File: src/hw/rtl/swr_pkg.sv
// types and constants shared by the sliding window receiver modules
package swr_pkg;

   // window geometry
   localparam int unsigned WINDOW     = 32;
   localparam int unsigned SLOT_W     = 5;     // log2 of WINDOW
   localparam int unsigned SEG_BYTES  = 1024;
   localparam int unsigned SEG_SHIFT  = 10;    // log2 of SEG_BYTES
   localparam int unsigned LEN_W      = 11;
   localparam int unsigned OFFSET_W   = 15;
   localparam int unsigned BYTES_W    = 16;
   localparam int unsigned FREE_W     = 6;

   // configuration port
   localparam int unsigned ADDR_W     = 3;
   localparam logic        CSR_LOCAL_PORT = 1'b0;   // register index, paddr[2]

   typedef enum logic [2:0] {
      KIND_STORED    = 3'd0,
      KIND_DUPLICATE = 3'd1,
      KIND_DROPPED   = 3'd2,
      KIND_DROP_FLUSH = 3'd3,
      KIND_FIN_ACK   = 3'd4,
      KIND_CLOSED    = 3'd5
   } kind_type;

   // header as held in the queue, payload length already clamped
   typedef struct packed {
      logic [31:0]      seq_num;
      logic             fin_flag;
      logic [LEN_W-1:0] store_len;
      logic [15:0]      sender_port;
   } hdr_type;

   typedef struct packed {
      kind_type            result_kind;
      logic [31:0]         ack_seq;
      logic [15:0]         ack_src_port;
      logic [15:0]         ack_dest_port;
      logic                fin_ack;
      logic [OFFSET_W-1:0] slot_offset;
      logic [LEN_W-1:0]    store_len;
      logic [BYTES_W-1:0]  flush_bytes;
   } rsp_type;

endpackage

File: src/hw/rtl/swr_front.sv
// front end: header intake, length clamp and two-entry queue
module swr_front import swr_pkg::*; (
   input  logic             clock,
   input  logic             reset,
   input  logic             req_valid,
   output logic             req_stall,
   input  logic [31:0]      req_seq_num,
   input  logic             req_fin_flag,
   input  logic [LEN_W-1:0] req_payload_len,
   input  logic [15:0]      req_sender_port,
   output logic             q_valid,
   output hdr_type          q_hdr,
   input  logic             q_pop
);

   hdr_type    hdr_ff [2];
   logic       wr_ptr_ff, wr_ptr_in;
   logic       rd_ptr_ff, rd_ptr_in;
   logic [1:0] count_ff, count_in;
   logic       push;
   hdr_type    hdr_new;

   assign req_stall = (count_ff == 2'd2);
   assign push      = req_valid && !req_stall;
   assign q_valid   = (count_ff != 2'd0);
   assign q_hdr     = hdr_ff[rd_ptr_ff];

   always_comb begin
      hdr_new.seq_num     = req_seq_num;
      hdr_new.fin_flag    = req_fin_flag;
      hdr_new.sender_port = req_sender_port;
      // oversize payloads are stored as one full segment
      if (req_payload_len > LEN_W'(SEG_BYTES)) begin
         hdr_new.store_len = LEN_W'(SEG_BYTES);
      end else begin
         hdr_new.store_len = req_payload_len;
      end
   end

   always_comb begin
      wr_ptr_in = push  ? !wr_ptr_ff : wr_ptr_ff;
      rd_ptr_in = q_pop ? !rd_ptr_ff : rd_ptr_ff;
      count_in  = count_ff;
      if (push && !q_pop) begin
         count_in = count_ff + 2'd1;
      end else if (!push && q_pop) begin
         count_in = count_ff - 2'd1;
      end
   end

   always_ff @(posedge clock) begin
      if (reset) begin
         wr_ptr_ff <= 1'b0;
         rd_ptr_ff <= 1'b0;
         count_ff  <= 2'd0;
      end else begin
         wr_ptr_ff <= wr_ptr_in;
         rd_ptr_ff <= rd_ptr_in;
         count_ff  <= count_in;
      end
   end

   always_ff @(posedge clock) begin
      if (push) begin
         hdr_ff[wr_ptr_ff] <= hdr_new;
      end
   end

endmodule

File: src/hw/rtl/swr_back.sv
// back end: window state update and registered result beat
module swr_back import swr_pkg::*; (
   input  logic        clock,
   input  logic        reset,
   input  logic        q_valid,
   input  hdr_type     q_hdr,
   output logic        q_pop,
   input  logic [15:0] local_port,
   output logic        rsp_valid,
   input  logic        rsp_stall,
   output rsp_type     rsp
);

   logic [WINDOW-1:0]  map_ff, map_in;
   logic [31:0]        base_ff, base_in;
   logic [FREE_W-1:0]  free_ff, free_in;
   logic [BYTES_W-1:0] buf_ff, buf_in;
   logic [31:0]        last_seq_ff, last_seq_in;
   logic [15:0]        last_dest_ff, last_dest_in;
   logic               closed_ff, closed_in;
   logic               ack_valid_ff, ack_valid_in;
   logic               rsp_valid_ff, rsp_valid_in;
   rsp_type            rsp_ff, rsp_in;

   logic [31:0]        seq_delta;
   logic               in_window;
   logic [SLOT_W-1:0]  idx;
   logic [BYTES_W:0]   buf_sum;

   assign q_pop     = q_valid && (!rsp_valid_ff || !rsp_stall);
   assign rsp_valid = rsp_valid_ff;
   assign rsp       = rsp_ff;

   // modulo 2^32 distance from the window base
   assign seq_delta = q_hdr.seq_num - base_ff;
   assign in_window = (seq_delta[31:SLOT_W] == '0);
   assign idx       = seq_delta[SLOT_W-1:0];
   assign buf_sum   = {1'b0, buf_ff} + (BYTES_W+1)'(q_hdr.store_len);

   always_comb begin
      map_in       = map_ff;
      base_in      = base_ff;
      free_in      = free_ff;
      buf_in       = buf_ff;
      last_seq_in  = last_seq_ff;
      last_dest_in = last_dest_ff;
      closed_in    = closed_ff;
      ack_valid_in = ack_valid_ff;
      rsp_in       = rsp_ff;
      rsp_valid_in = rsp_valid_ff && rsp_stall;

      if (q_pop) begin
         rsp_valid_in = 1'b1;
         rsp_in       = '0;
         if (closed_ff) begin
            rsp_in.result_kind = KIND_CLOSED;
         end else if (q_hdr.fin_flag) begin
            rsp_in.result_kind   = KIND_FIN_ACK;
            rsp_in.ack_seq       = last_seq_ff;
            rsp_in.ack_src_port  = ack_valid_ff ? local_port : 16'd0;
            rsp_in.ack_dest_port = last_dest_ff;
            rsp_in.fin_ack       = 1'b1;
            rsp_in.flush_bytes   = buf_ff;
            closed_in            = 1'b1;
         end else if (in_window) begin
            rsp_in.ack_seq       = q_hdr.seq_num;
            rsp_in.ack_src_port  = local_port;
            rsp_in.ack_dest_port = q_hdr.sender_port;
            last_seq_in          = q_hdr.seq_num;
            last_dest_in         = q_hdr.sender_port;
            ack_valid_in         = 1'b1;
            if (!map_ff[idx]) begin
               rsp_in.result_kind = KIND_STORED;
               rsp_in.slot_offset = OFFSET_W'({idx, {SEG_SHIFT{1'b0}}});
               rsp_in.store_len   = q_hdr.store_len;
               map_in[idx]        = 1'b1;
               if (free_ff != '0) begin
                  free_in = free_ff - FREE_W'(1);
               end
               // byte count saturates
               if (buf_sum[BYTES_W]) begin
                  buf_in = '1;
               end else begin
                  buf_in = buf_sum[BYTES_W-1:0];
               end
            end else begin
               rsp_in.result_kind = KIND_DUPLICATE;
            end
         end else if (free_ff == '0) begin
            // full window and a packet beyond it: flush and slide
            rsp_in.result_kind = KIND_DROP_FLUSH;
            rsp_in.flush_bytes = buf_ff;
            base_in            = base_ff + 32'(WINDOW);
            map_in             = '0;
            free_in            = FREE_W'(WINDOW);
            buf_in             = '0;
         end else begin
            rsp_in.result_kind = KIND_DROPPED;
         end
      end
   end

   always_ff @(posedge clock) begin
      if (reset) begin
         map_ff       <= '0;
         base_ff      <= '0;
         free_ff      <= FREE_W'(WINDOW);
         buf_ff       <= '0;
         last_seq_ff  <= '0;
         last_dest_ff <= '0;
         closed_ff    <= 1'b0;
         ack_valid_ff <= 1'b0;
         rsp_valid_ff <= 1'b0;
      end else begin
         map_ff       <= map_in;
         base_ff      <= base_in;
         free_ff      <= free_in;
         buf_ff       <= buf_in;
         last_seq_ff  <= last_seq_in;
         last_dest_ff <= last_dest_in;
         closed_ff    <= closed_in;
         ack_valid_ff <= ack_valid_in;
         rsp_valid_ff <= rsp_valid_in;
      end
   end

   always_ff @(posedge clock) begin
      rsp_ff <= rsp_in;
   end

endmodule

File: src/hw/rtl/sliding_window_receiver.sv
// top level of the sliding window receiver: csr, front end and back end
//
//   channel  direction  handshake             payload
//   req      in         req_valid/req_stall   seq_num, fin_flag, payload_len, sender_port
//   rsp      out        rsp_valid/rsp_stall   result_kind, ack fields, slot, store, flush
//   csr      in/out     psel/penable/pready   local_port at byte address 0
//
// one header per cycle sustained while rsp_stall is low; the window update in the back end
// is combinational into the result register, so a beat leaves through that register
// once it is popped from the head of the queue
// reset is synchronous and clears the window, counters and queue at once
// rsp_stall holds the result register; the two-entry queue keeps taking req
// beats until it is full, then req_stall rises
module sliding_window_receiver import swr_pkg::*; (
   input  logic                clock,
   input  logic                reset,
   // header channel
   input  logic                req_valid,
   output logic                req_stall,
   input  logic [31:0]         req_seq_num,
   input  logic                req_fin_flag,
   input  logic [LEN_W-1:0]    req_payload_len,
   input  logic [15:0]         req_sender_port,
   // result channel
   output logic                rsp_valid,
   input  logic                rsp_stall,
   output logic [2:0]          rsp_result_kind,
   output logic [31:0]         rsp_ack_seq,
   output logic [15:0]         rsp_ack_src_port,
   output logic [15:0]         rsp_ack_dest_port,
   output logic                rsp_fin_ack,
   output logic [OFFSET_W-1:0] rsp_slot_offset,
   output logic [LEN_W-1:0]    rsp_store_len,
   output logic [BYTES_W-1:0]  rsp_flush_bytes,
   // configuration port
   input  logic                psel,
   input  logic                penable,
   input  logic                pwrite,
   input  logic [ADDR_W-1:0]   paddr,
   input  logic [31:0]         pwdata,
   output logic [31:0]         prdata,
   output logic                pready
);

   logic [15:0] local_port_ff, local_port_in;
   logic        csr_write;
   logic        q_valid;
   logic        q_pop;
   hdr_type     q_hdr;
   rsp_type     rsp;

   // csr: single register, word index taken from paddr[2]
   assign pready    = 1'b1;
   assign csr_write = psel && penable && pwrite && pready;

   always_comb begin
      local_port_in = local_port_ff;
      if (csr_write && (paddr[2] == CSR_LOCAL_PORT)) begin
         local_port_in = pwdata[15:0];
      end
   end

   always_comb begin
      if (paddr[2] == CSR_LOCAL_PORT) begin
         prdata = {16'd0, local_port_ff};
      end else begin
         prdata = '0;
      end
   end

   always_ff @(posedge clock) begin
      if (reset) begin
         local_port_ff <= '0;
      end else begin
         local_port_ff <= local_port_in;
      end
   end

   // intake and queue
   swr_front u_front (
      .clock           (clock),
      .reset           (reset),
      .req_valid       (req_valid),
      .req_stall       (req_stall),
      .req_seq_num     (req_seq_num),
      .req_fin_flag    (req_fin_flag),
      .req_payload_len (req_payload_len),
      .req_sender_port (req_sender_port),
      .q_valid         (q_valid),
      .q_hdr           (q_hdr),
      .q_pop           (q_pop)
   );

   // window state and result register
   swr_back u_back (
      .clock      (clock),
      .reset      (reset),
      .q_valid    (q_valid),
      .q_hdr      (q_hdr),
      .q_pop      (q_pop),
      .local_port (local_port_ff),
      .rsp_valid  (rsp_valid),
      .rsp_stall  (rsp_stall),
      .rsp        (rsp)
   );

   // result beat fields
   assign rsp_result_kind   = rsp.result_kind;
   assign rsp_ack_seq       = rsp.ack_seq;
   assign rsp_ack_src_port  = rsp.ack_src_port;
   assign rsp_ack_dest_port = rsp.ack_dest_port;
   assign rsp_fin_ack       = rsp.fin_ack;
   assign rsp_slot_offset   = rsp.slot_offset;
   assign rsp_store_len     = rsp.store_len;
   assign rsp_flush_bytes   = rsp.flush_bytes;

endmodule
File: config.mk
export PLATFORM = sky130hd
export DESIGN_NAME = sliding_window_receiver
export DESIGN_NICKNAME = d
export VERILOG_FILES = /design/src/hw/rtl/swr_pkg.sv /design/src/hw/rtl/swr_front.sv /design/src/hw/rtl/swr_back.sv /design/src/hw/rtl/sliding_window_receiver.sv
export SDC_FILE = /design/constraint.sdc
export NUM_CORES = 1
export LEC_CHECK = 0
export ABC_AREA = 1
export BUFFER_PORTS_ARGS = -buffer_cell sky130_fd_sc_hd__buf_2
export CAP_MARGIN = 40
export CELL_PAD_IN_SITES_DETAIL_PLACEMENT = 2
export CELL_PAD_IN_SITES_GLOBAL_PLACEMENT = 2
export CORE_UTILIZATION = 38
export DETAILED_ROUTE_END_ITERATION = 6
export GPL_TIMING_DRIVEN = 0
export PLACE_DENSITY_LB_ADDON = 0.12
export SLEW_MARGIN = 10
export SYNTH_ARGS = -nofsm -noshare
export SYNTH_HDL_FRONTEND = slang
export SYNTH_SLANG_ARGS = --single-unit
File: constraint.sdc
create_clock -name clock -period 11.9 [get_ports clock]
set_input_delay 1.19 -clock clock [delete_from_list [all_inputs] [get_ports clock]]
set_output_delay 1.19 -clock clock [all_outputs]
set_load 0.05 [all_outputs]
# Yosys cells after proc, flatten, opt, wreduce, memory -nomap -nowiden
# Memory sizes are Yosys's and may differ from the RTL's. A register that Yosys moved wholly into a read port is not among the register bits.
# Cells that the tools add are included.
[classes]
n_addsub = 6
order_cmp = 3
n_eq_ne = 3
mux = 35
bitwise = 5
n_reduce_logical = 30
[ops]
columns = ["op", "count"]
rows = [
  ["16-bit 2-to-1 mux", 9],
  ["32-bit 2-to-1 mux", 3],
  ["65-bit 2-to-1 mux", 1],
  ["64-bit 2-to-1 mux", 1],
  ["32-bit by 6-bit adder with 32-bit output (second input constant)", 1],
  ["32-bit bitwise OR", 1],
  ["32-bit subtractor", 1],
  ["27-bit zero test", 1],
  ["6-bit 2-to-1 mux", 4],
  ["16-bit by 11-bit adder with 17-bit output", 1],
  ["11-bit > comparator (second input constant)", 1],
  ["1-bit 2-to-1 mux", 11],
  ["11-bit 2-to-1 mux", 1],
  ["5-bit AND reduction", 2],
  ["1-bit logical AND", 9],
  ["1-bit zero test", 7],
  ["6-bit zero test", 1],
  ["5-bit by 6-bit < comparator with 1-bit output (second input constant)", 1],
  ["2-bit 2-to-1 mux", 3],
  ["6-bit AND reduction", 1],
  ["2-bit nonzero test", 3],
  ["6-bit nonzero test", 1],
  ["6-bit by 1-bit subtractor with 6-bit output (second input constant)", 1],
  ["1-bit binary-select mux with 5-bit select", 1],
  ["12 further kinds", 16],
]
[totals]
reg_bits = 267
ramBits = 120
word_cells = 106
n_memories = 1
[memory_table]
columns = ["memory", "depth", "width", "read_ports", "rd_ports_with_merged_regs", "write_ports", "line", "text"]
rows = [
  ["u_front.hdr_ff", 2, 60, 1, 1, 1, "swr_front.sv:16", "hdr_type hdr_ff [2];"],
]

# Depth between registers and ports, before layout
# Gate-level depths: netlist of the first run.
[logic_depth]
depth_word = 8
depth_mapped = 29

# By module
# Synthesis of the first run repeated with hierarchy kept, for this count alone.
[unflattened]
hier_cells = 2215
area_unflattened_um2 = 19077.0
[modules_own_cells]
columns = ["mod", "n_inst", "cells_each", "area_per_inst_um2"]
rows = [
  ["swr_back", 1, 1804, 13027.5],
  ["swr_front", 1, 250, 4982.3],
  ["sliding_window_receiver", 1, 161, 1067.3],
]

# Least setup slack after synthesis of the first run
# No wires, ideal clock.
[synth_path]
kind = "input port to flip-flop"
startpoint = "input port rsp_stall"
endpoint = "register u_back.rsp_ff (netlist bit u_back.rsp[0]) (enable)"
setup_ns = 0.504
arrival_time_ns = 4.443
t_required_ns = 11.396
path_slack_ns = 6.953
stages = 4
path_cell_list = "nand2_1 > o21ai_1 > inv_1 > clkbuf_1"
[synth_via]
elab_chain_len = 3
[synth_rtl]
columns = ["item", "line", "text"]
rows = [
  ["start: declaration", "sliding_window_receiver.sv:26", "input logic rsp_stall,"],
  ["1-bit zero test", "swr_back.sv:30", "assign q_pop = q_valid && (!rsp_valid_ff || !rsp_stall);"],
  ["1-bit logical OR", "swr_back.sv:30", ""],
  ["1-bit logical AND", "swr_back.sv:30", ""],
  ["named net q_pop", "sliding_window_receiver.sv:48", "logic q_pop;"],
  ["end signal: assignment", "swr_back.sv:128", "rsp_ff <= rsp_in;"],
  ["end: declaration", "swr_back.sv:23", "rsp_type rsp_ff, rsp_in;"],
]
# The timed path passes the listed nets, and every way through them passes these cells.
# A chain may end at the register's enable or synchronous reset.

==> results of run 1 <==
synth_stat cells (3+ instances only):
master,n,area [um^2]
a21oi_1,178,891
a22oi_1,14,105
and2_1,3,18.8
buf_1,5,18.8
buf_2,15,75.1
buf_4,37,278
buf_6,8,90.1
clkbuf_1,41,154
dfxtp_1,153,3060
edfxtp_1,220,6610
ha_1,42,526
inv_1,268,1010
inv_2,9,33.8
mux2i_1,16,160
nand2_1,519,1950
nand2_2,3,18.8
nand2_4,5,56.3
nand3_1,126,631
nand3b_1,3,22.5
nand4_1,21,131
nor2_1,225,845
nor2_2,7,43.8
nor2_4,5,56.3
nor3_1,36,180
nor3_2,3,30.0
nor4_1,11,68.8
o21ai_0,101,505
o21ai_1,19,95.1
o21ai_2,3,26.3
o21bai_1,4,30.0
or2_1,3,18.8
or2_2,39,244
xnor2_1,6,52.6
xor2_1,28,245
path summary, 6_finish.rpt:
| path | startpoint | depth (start not counted) | slack, ns | to |
|---|---|---|---|---|
| worst max-delay path | register | 25 | 6.46 | u_back.rsp[71]$_SDFFCE_PP0P_ |
| worst min register to register | u_back.map_ff[1]$_SDFFE_PP0P_ | 2 | 0.46 | u_back.map_ff[1]$_SDFFE_PP0P_ |
| worst min-delay path | u_back.map_ff[1]$_SDFFE_PP0P_ | 2 | 0.46 | u_back.map_ff[1]$_SDFFE_PP0P_ |
| worst max register to register | register | 25 | 6.46 | u_back.rsp[71]$_SDFFCE_PP0P_ |
cells by family after synthesis:
family                   synth area share
adder cells (fa/ha/maj)            0.0295
XOR/XNOR                           0.0161
AO/OA/AOI/OAI                      0.0950
AND/OR/NAND/NOR                     0.238
other                            0.000406
flip-flops                          0.523
multiplexers                      0.00865
buffers and inverters              0.0903
critical path, stage by stage, from the launching register on:
cell	delay [ns]
dfxtp_1	0.30
buf_4	0.18
inv_4	0.13
clkbuf_1	0.53
clkbuf_1	0.55
or2_2	0.21
o21ai_0	0.16
inv_1	0.20
ha_1	0.30
nand2_2	0.16
inv_1	0.05
nand2_1	0.06
nand2_1	0.11
inv_1	0.10
nand3_1	0.21
nand3_1	0.17
nand3_1	0.08
nand2_1	0.17
nor2_1	0.06
nand2_1	0.08
nor2_2	0.07
nand2_4	0.12
inv_1	0.16
nor2_1	0.52
buf_2	0.35
nor3_1	0.09
report_power, final:
| part | switching [W] | total [W] | internal (W) |
|---|---|---|---|
| logic | 0.00180 | 0.00233 | 0.000531 |
| clock network | 0.000559 | 0.00129 | 0.000736 |
| registers | 0.0000657 | 0.00171 | 0.00164 |
| total | 0.00242 | 0.00533 | 0.00291 |
sequential cells by signal (all words and copies together), names as in the netlist, named ones only:
register             cells
u_back.map_ff           32
u_front.wr_ptr_ff        1
u_back.last_dest_ff     16
local_port_ff           16
u_front.rd_ptr_ff        1
u_back.closed_ff         1
u_back.rsp_valid         1
u_back.ack_valid_ff      1
u_back.rsp             100
u_front.count_ff         2
u_back.free_ff           6
u_front.hdr_ff         120
u_back.base_ff          27
u_back.buf_ff           16
u_back.last_seq_ff      32
layer usage:
| metal | vias to the layer above | GRT usage | share of wire |
|---|---|---|---|
| li1 | 7702 | - | - |
| met1 | 8057 | 0.325 | 0.42 |
| met2 | 341 | 0.478 | 0.50 |
| met3 | 112 | 0.0503 | 0.048 |
| met4 | 6 | 0.0903 | 0.028 |
| met5 | - | 0 | 0.00056 |
through the flow:
stage          power [W]  utilization  setup WS [ns]
2_1_floorplan    0.00331            -           6.95
3_3_place_gp     0.00397        0.426           4.73
3_5_place_dp     0.00405        0.429           6.50
4_1_cts          0.00538        0.457           6.47
5_1_grt          0.00561        0.457           6.09
6_report         0.00533        0.457           6.46
final cells by class:
cell class	instances	area [um^2]
Antenna cell	1	2.50
Fill cell	5374	26000
Clock inverter	21	179
Inverter	280	1050
Tap cell	615	769
Multi-Input combinational cell	1467	7270
Sequential cell	373	9670
Clock buffer	57	1170
Buffer	106	619
Timing Repair Buffer	208	1150
==> summary.md, run 1 <==
| Metric | Value |
|---|---|
| Final Net Count | `2623` |
| First-pass GRT wire length | `103 mm` |
| Drt pass-1 iters | `5` |
| Slew headroom | `0.335` |
| Worst EP required | `12.19 ns` |
| Cell Rows | `80` |
| Drt wl/cell | `21.2 um` |
| Layout cells sized above 1 | `0.166` |
| I/O pin count | `247` |
| Final Skew | `0.0291 ns` |
| Clock Path Buffers | `3` |
| GR Overflow Total | `0` |
| Seq/Total Area, Yosys | `0.523` |
| Crit end category | `register` |
| Hold Crit Class | `register to register` |
| Static Leak | `9.03 nW` |
| Hold slack final | `0.463 ns` |
| Vias in the first global route | `18200` |
| Post-synth top flop | `edfxtp_1` |
| CTS tree | `yes` |
| Synthesis-stage register bit count | `373` |
| Unique masters post-synth | `53` |
| First DRT Iteration DRCs | `639` |
| Vias | `16200` |
| Syn avg cell area | `8.41 um^2` |
| RSZ-0062 raised after global routing | `false` |
| Routed vias/inst | `5.18` |
| Clock sink count | `373` |
| CTS-repair resized insts | `0` |
| Initial antenna violation count | `3` |
| Later-pin clock latency in the skew report | `0.58 ns` |
| CORE AREA | `47800 um^2` |
| Die Footprint | `49600 um^2` |
| Drt total wl | `66.4 mm` |
| Synthesized instance count | `2201` |
| Crit-path max FO | `10` |
| Non-Filler Instances | `3128` |
| Post-CTS setup buffers | `0` |
| Critical Setup Path Class | `register to register` |
| # port buffers | `199` |
| Total track usage | `0.269` |
| Post-synth EDFFs | `220` |
| Chip Height | `223 um` |
| Placed cell count | `3049` |
| CTS H-tree lvls | `2` |
| Detailed placement HPWL | `49.4 mm` |
| Run status | `completed` |
| Max cap viols | `0` |
| Synthesized area | `18500 um^2` |
| Worst Path Arrival | `5.73 ns` |
| Max-slew violation count | `0` |
| Yosys Warn Count | `0` |
| Final Hold Viols | `0` |
| Total CTS buffers | `42` |
| Syn-to-layout area delta | `18.3%` |
| Most frequent cells in the layout | `nand2_1 (519), inv_1 (268), nor2_1 (223), edfxtp_1 (220), buf_2 (214)` |
| Placed cell area | `20500 um^2` |
| VDD IR max | `0.156 mV` |
| Largest net degree at the start of global routing | `52` |
| Die width | `223 um` |
| Hold Buf Count CTS | `0` |
| Post-route ant nets | `0` |
| Final instance area | `21900 um^2` |
| GP Congestion | `0.874` |
| Clock Pin Slew Worst Setup and Hold Paths | `0.06 ns` |
| Starting density of the core | `0.387` |
| Max Clk Rate | `184 MHz` |
| Worst Tran Pin Value | `0.988 ns` |
| Clk root buf | `clkbuf_16` |
| Pwr/cell area | `244 nW/um^2` |
| Fin Setup TNS | `0 ns` |
| Number of remaining DRC errors | `0` |
| Post-synth ARST share | `0` |
| CP Launch Type | `register` |
| Final setup viols | `0` |
| Fraction of the cycle the final worst path needs | `0.457` |
| Period minus WS final | `5.44 ns` |
| Most common cell after layout, fill and taps aside | `nand2_1` |
Power figures use the tool's default switching activity.
==> run 2, diff against run 1 <==
CORE_UTILIZATION = 31   (was 38)
clock period = 4.8 ns   (was 11.9 ns; I/O delays follow)
==> summary.md, run 2 (same netlist as run 1, synthesis figures left out) <==
| Metric | Value |
|---|---|
| Run status | `completed` |
| CP Launch Type | `register` |
| Fraction of the cycle the final worst path needs | `0.937 (+0.480)` |
| Number of remaining DRC errors | `0 (unchanged)` |
| Tot Pwr | `0.0138 W (+160%)` |
| First-pass GRT wire length | `98.6 mm (-4.3%)` |
| Layout cells sized above 1 | `0.179 (+0.0134)` |
| Final instance area | `22500 um^2 (+2.9%)` |
| Drt total wl | `64.4 mm (-3.1%)` |
| Vias | `15800 (-2.5%)` |
| Clock Path Buffers | `3 (unchanged)` |
| Total CTS buffers | `44 (+4.8%)` |
| Die Footprint | `60700 um^2 (+22%)` |
| Final Net Count | `2634 (+0.42%)` |
| CTS H-tree lvls | `2 (unchanged)` |
| CTS tree | `yes` |
| Worst Tran Pin Value | `0.908 ns (-0.0807 ns)` |
| Static Leak | `9.25 nW (+2.4%)` |
| CORE AREA | `59000 um^2 (+23%)` |
| Cell Rows | `89 (+11%)` |
| Clk root buf | `clkbuf_16` |
| RSZ-0062 raised after global routing | `false` |
| Antenna Cells | `0 (-1)` |
| GR Overflow Total | `0 (unchanged)` |
| Final setup viols | `0 (unchanged)` |
| Routed vias/inst | `4.79 (-7.6%)` |
| Placed cell area | `20700 um^2 (+0.93%)` |
| VDD IR max | `0.371 mV (+140%)` |
| Hold slack final | `0.0974 ns (-0.366 ns)` |
| Largest net degree at the start of global routing | `57 (+9.6%)` |
| Critical Setup Path Class | `register to register` |
| Hold path cells | `1 (-1)` |
| Vias in the first global route | `17300 (-5.0%)` |
| Crit-path max FO | `10 (unchanged)` |
| Starting density of the core | `0.314 (-0.0732)` |
| Reg with most FFs | `u_front.hdr_ff` |
| Max cap viols | `0 (unchanged)` |
| Period minus WS final | `4.50 ns (-0.938 ns)` |
| Worst Path Arrival | `4.87 ns (-0.86 ns)` |
| Hold Crit Class | `primary input to register` |
| # port buffers | `199 (unchanged)` |
| Syn-to-layout area delta | `21.7%` |
| Clock Pin Slew Worst Setup and Hold Paths | `0.06 ns (about the same)` |
| Worst EP required | `5.17 ns (-7.02 ns)` |
| Fillers | `6674 (+24%)` |
| Later-pin clock latency in the skew report | `0.58 ns (about the same)` |
| Clock sink count | `373 (unchanged)` |
| Drt wl/cell | `19.5 um (-8.1%)` |
| Final Skew | `0.0280 ns (-0.00118 ns)` |
| Post-route ant nets | `0 (unchanged)` |
| Most common cell after layout, fill and taps aside | `nand2_1` |
| Largest register FFs | `120 (unchanged)` |
| GP Congestion | `0.839 (-4.0%)` |
| Final Hold Viols | `0 (unchanged)` |
| Max Clk Rate | `222 MHz (+21%)` |
| Chip Height | `246 um (+11%)` |
| Die width | `246 um (+11%)` |
| Crit end category | `register` |
| Initial antenna violation count | `3 (unchanged)` |
| I/O pin count | `247 (unchanged)` |
| R2R cell count | `24 (-4.0%)` |
| Most frequent cells in the layout | `nand2_1 (519), inv_1 (266), edfxtp_1 (220), nor2_1 (219), buf_2 (216)` |
| Total track usage | `0.211 (-0.0586)` |
| Detailed placement HPWL | `49.4 mm (about the same)` |
| Hold Buf Count CTS | `0 (unchanged)` |
| First DRT Iteration DRCs | `560 (-12%)` |
| Pwr/cell area | `613 nW/um^2 (+150%)` |
| Max-slew violation count | `0 (unchanged)` |
| Slew headroom | `0.389 (+0.0543)` |
| Drt pass-1 iters | `5 (unchanged)` |
-- run 2: cell count changes in the layout (fill, tap and decap cells not counted), sizes merged --
| cell | previous run | this run |
|---|---|---|
| buf | 273 | 284 |
| bufinv | 2 | 12 |
| clkbuf | 98 | 90 |
| clkinv | 15 | 19 |
| inv | 281 | 277 |
| diode | 1 | 0 |
-- run 2: worst max-delay path: stages, from the launching register on --
cell and delay, ns:
dfxtp_1 0.32, buf_4 0.19, buf_4 0.32, clkbuf_4 0.31
nand2_1 0.08, nand2_1 0.21, ha_1 0.30, nand2_1 0.15
nand2_1 0.16, nand2_1 0.11, nand2_1 0.15, nand2_1 0.12
nand2_1 0.13, nand2_1 0.13, nand2_1 0.06, nand2_1 0.14
nand4_1 0.10, nor2_1 0.15, nand2_1 0.12, nor2_4 0.21
nand2_4 0.12, nor2_4 0.17, inv_2 0.07, buf_2 0.20
o21ai_0 0.27
-- run 2: layout make-up --
class	count	area [um^2]	share of cell area
buffer	105	632	0.0281
clock buffer	51	1170	0.0519
clock inverter	31	464	0.0206
inverter	280	1060	0.0470
multi-input combinational	1467	7320	0.325
sequential	373	9670	0.429
tap	773	967	0.0429
timing repair buffer	218	1240	0.0552
-- run 2: power breakdown --
group	internal, W	leakage, nW	switching, W	total, W
Clock	0.00239	0.798	0.00140	0.00379
Combinational	0.00137	5.09	0.00443	0.00580
Sequential	0.00407	3.36	0.000155	0.00422
-- run 2: metal layers --
| metal | track usage | share of wire |
|---|---|---|
| met1 | 0.270 | 0.46 |
| met2 | 0.371 | 0.49 |
| met3 | 0.0326 | 0.034 |
| met4 | 0.0461 | 0.013 |
| met5 | 0 | 0.00036 |
-- run 2: what timing repair did --
item                       CTS  global route
buffers inserted             1             7
resized for setup           10            31
pin swaps                    1             4
setup endpoints to repair  227           186
gates cloned                 0             0
-- run 2: final timing paths --
check	start	endpoint	slack [ns]
max	register	u_back.rsp[44]$_SDFFCE_PP0P_	0.30
min	req_seq_num[28]	u_front.hdr_ff[0][56]$_DFFE_PP_	0.1
max reg2reg	register	u_back.rsp[44]$_SDFFCE_PP0P_	0.30
min reg2reg	u_back.map_ff[12]$_SDFFE_PP0P_	u_back.map_ff[12]$_SDFFE_PP0P_	0.46
-- run 2: per-stage QoR --
stage	setup WS, ns	utilization	setup TNS [ns]	instances
after floorplan	0.493	-	0	2226
after global placement	-1.71	0.348	-384.16	3198
after detailed placement	-0.688	0.351	-100.10	3208
after CTS	0.0199	0.379	0	3290
after global routing	0.000413	0.382	0	3298
final	0.301	0.382	0	3298
==> run 3, diff against run 2 <==
CORE_UTILIZATION = 35   (was 31)
clock period = 5 ns   (was 4.8 ns; I/O delays follow)
==> summary.md, run 3 (same netlist as run 1, synthesis figures left out) <==
| Metric | Value |
|---|---|
| HP Start | `req_seq_num[27]` |
| Tot Pwr | `0.0127 W (-7.9%)` |
| Worst Tran Pin Value | `0.919 ns (+0.0114 ns)` |
| Max-slew violation count | `0 (unchanged)` |
| Sw Ratio | `0.450 (+0.0164)` |
| Number of remaining DRC errors | `0 (unchanged)` |
| Clock Pin Slew Worst Setup and Hold Paths | `0.06 ns (about the same)` |
| CTS tree | `yes` |
| Later-pin clock latency in the skew report | `0.58 ns (about the same)` |
| Clock power share | `0.246 (-0.028)` |
| Fin Setup TNS | `0 ns (unchanged)` |
| Antenna Cells | `0 (unchanged)` |
| Crit-path max FO | `19 (+9)` |
| Total CTS buffers | `43 (-2.3%)` |
| VDD IR max | `0.337 mV (-9.3%)` |
| Chip Height | `232 um (-5.8%)` |
| Hold Buf Count CTS | `0 (unchanged)` |
| R2r setup slk | `0.37 ns (+0.07 ns)` |
| R2R Path End | `u_back.rsp[71]$_SDFFCE_PP0P_` |
| Die width | `232 um (-5.8%)` |
| Hold Crit Class | `primary input to register` |
| Internal | `0.00700 W (-11%)` |
| Non-Filler Instances | `3194 (-3.2%)` |
| I/O pin count | `247 (unchanged)` |
| Most frequent cells in the layout | `nand2_1 (519), inv_1 (267), nor2_1 (221), edfxtp_1 (220), buf_2 (215)` |
| Post-route ant nets | `0 (unchanged)` |
| First DRT Iteration DRCs | `613 (+9.5%)` |
| Hold path endpoint | `u_front.hdr_ff[1][55]$_DFFE_PP_` |
| Placed cell count | `3113 (-3.0%)` |
| Critical Setup Path Class | `register to register` |
| Syn-to-layout area delta | `19.2%` |
| Cell Rows | `83 (-6.7%)` |
| CORE AREA | `51800 um^2 (-12%)` |
| Slew headroom | `0.385 (-0.00427)` |
| Max Clk Rate | `216 MHz (-2.8%)` |
| Hold slack final | `0.111 ns (+0.0134 ns)` |
| Vias in the first global route | `17400 (+0.45%)` |
| Max cap viols | `0 (unchanged)` |
| R2R cell count | `25 (+4.2%)` |
| Crit end category | `register` |
| Register share of total power | `0.318 (+0.012)` |
| Most common cell after layout, fill and taps aside | `nand2_1` |
| Drt pass-1 iters | `4 (-1)` |
| First-pass GRT wire length | `98.0 mm (-0.62%)` |
| Detailed placement HPWL | `49.4 mm (about the same)` |
| GR Overflow Total | `0 (unchanged)` |
| Run status | `completed` |
| Worst EP required | `5.29 ns (+0.12 ns)` |
| Routed vias/inst | `4.98 (+3.9%)` |
| Drt wl/cell | `19.9 um (+2.1%)` |
| Static Leak | `9.07 nW (-1.9%)` |
| CTS H-tree lvls | `2 (unchanged)` |
| Period minus WS final | `4.63 ns (+0.131 ns)` |
| Reg with most FFs | `u_front.hdr_ff` |
| Starting density of the core | `0.357 (+0.0436)` |
| Clock sink count | `373 (unchanged)` |
| Drt total wl | `63.7 mm (-1.1%)` |
| GP Congestion | `0.872 (+3.9%)` |
| Largest net degree at the start of global routing | `50 (-12%)` |
| Largest register FFs | `120 (unchanged)` |
| Final Hold Viols | `0 (unchanged)` |
| Total track usage | `0.237 (+0.0260)` |
| Clk root buf | `clkbuf_16` |
| Final Skew | `0.0264 ns (-0.00152 ns)` |
| Layout cells sized above 1 | `0.172 (-0.00717)` |
| Final setup viols | `0 (unchanged)` |
| Fraction of the cycle the final worst path needs | `0.926 (-0.0113)` |
| Vias | `15900 (+0.63%)` |
| Pwr/cell area | `577 nW/um^2 (-5.9%)` |
| CP Launch Type | `register` |
| Hold path cells | `1 (unchanged)` |
| Switch Pwr | `0.00572 W (-4.4%)` |
| Combinational power share | `0.436 (+0.016)` |
| Final Net Count | `2624 (-0.38%)` |
| Initial antenna violation count | `3 (unchanged)` |
| # port buffers | `199 (unchanged)` |
| Die Footprint | `53800 um^2 (-11%)` |
| Worst Path Arrival | `4.92 ns (+0.05 ns)` |
| Clock Path Buffers | `3 (unchanged)` |
-- run 3: cell types whose count changed in the layout (fill, tap and decap cells not counted), sizes merged --
cell,delta
buf,-10
bufinv,-10
clkbuf,+11
clkinv,-5
inv,+3
-- run 3: cell type report --
cell class                 instances  area [um^2]
inverter                         280         1060
clock inverter                    19          170
sequential                       373         9670
clock buffer                      61         1220
timing repair buffer             209         1160
multi-input combinational       1467         7310
tap                              680          851
fill                            5883        29800
buffer                           105          626
-- run 3: worst max-delay path, stage by stage, from the launching register on --
cell and delay, ns:
dfxtp_1 0.32, buf_4 0.19, inv_4 0.13, clkbuf_2 0.26
or2_2 0.32, o21ai_0 0.16, inv_1 0.16, ha_2 0.43
nand2_2 0.13, inv_1 0.07, nand2_1 0.05, nand2_1 0.12
inv_1 0.07, nand3_1 0.22, nand3_1 0.15, nand2_1 0.09
nand2_1 0.05, nand2_1 0.18, nor2_1 0.07, nand2_1 0.11
nor2_4 0.07, nand2_4 0.13, clkinvlp_4 0.23, nor2_4 0.27
buf_2 0.28, nor3_1 0.08
-- run 3: power by group through the flow --
stage	Clock (W)	Sequential [W]	Combinational (W)
6_report	0.00313	0.00404	0.00555
5_1_grt	0.00333	0.00408	0.00605
4_1_cts	0.00321	0.00405	0.00561
3_5_place_dp	0	0.00411	0.00557
3_3_place_gp	0	0.00410	0.00495
2_1_floorplan	0	0.00529	0.00260
-- run 3: routing by layer --
layer | wire length, um | track usage
met5 | 25 | 0
met4 | 1550 | 0.0689
met3 | 2910 | 0.0416
met2 | 31100 | 0.414
met1 | 28100 | 0.296
-- run 3: worst max path at each step --
stage                                 from                             to  slack [ns]
2_1_floorplan  u_back.rsp_valid$_SDFF_PP0_    u_back.rsp[0]$_SDFFCE_PP0P_        0.69
3_3_place_gp                     rsp_stall                       register       -1.64
3_5_place_dp                      register  u_back.rsp[107]$_SDFFCE_PP1P_       -0.41
4_1_cts                           register  u_back.rsp[107]$_SDFFCE_PP1P_        0.01
5_1_grt                           register   u_back.rsp[83]$_SDFFCE_PP0P_     -0.0008
6_report                          register   u_back.rsp[71]$_SDFFCE_PP0P_        0.37
-- run 3: what timing repair did --
action	CTS	global route
setup buffers	0	2
resized for setup	5	26
pin swaps	0	1
hold endpoints to repair	0	0
endpoints found under the setup margin	211	132
-- run 3: per-stage QoR --
stage,setup slack (ns),cell area (um^2),utilization
after floorplan,0.693,18600,-
after global placement,-1.64,20400,0.395
after detailed placement,-0.411,20600,0.398
after CTS,0.0139,22000,0.425
after global routing,-0.000826,22100,0.426
final,0.370,22100,0.426
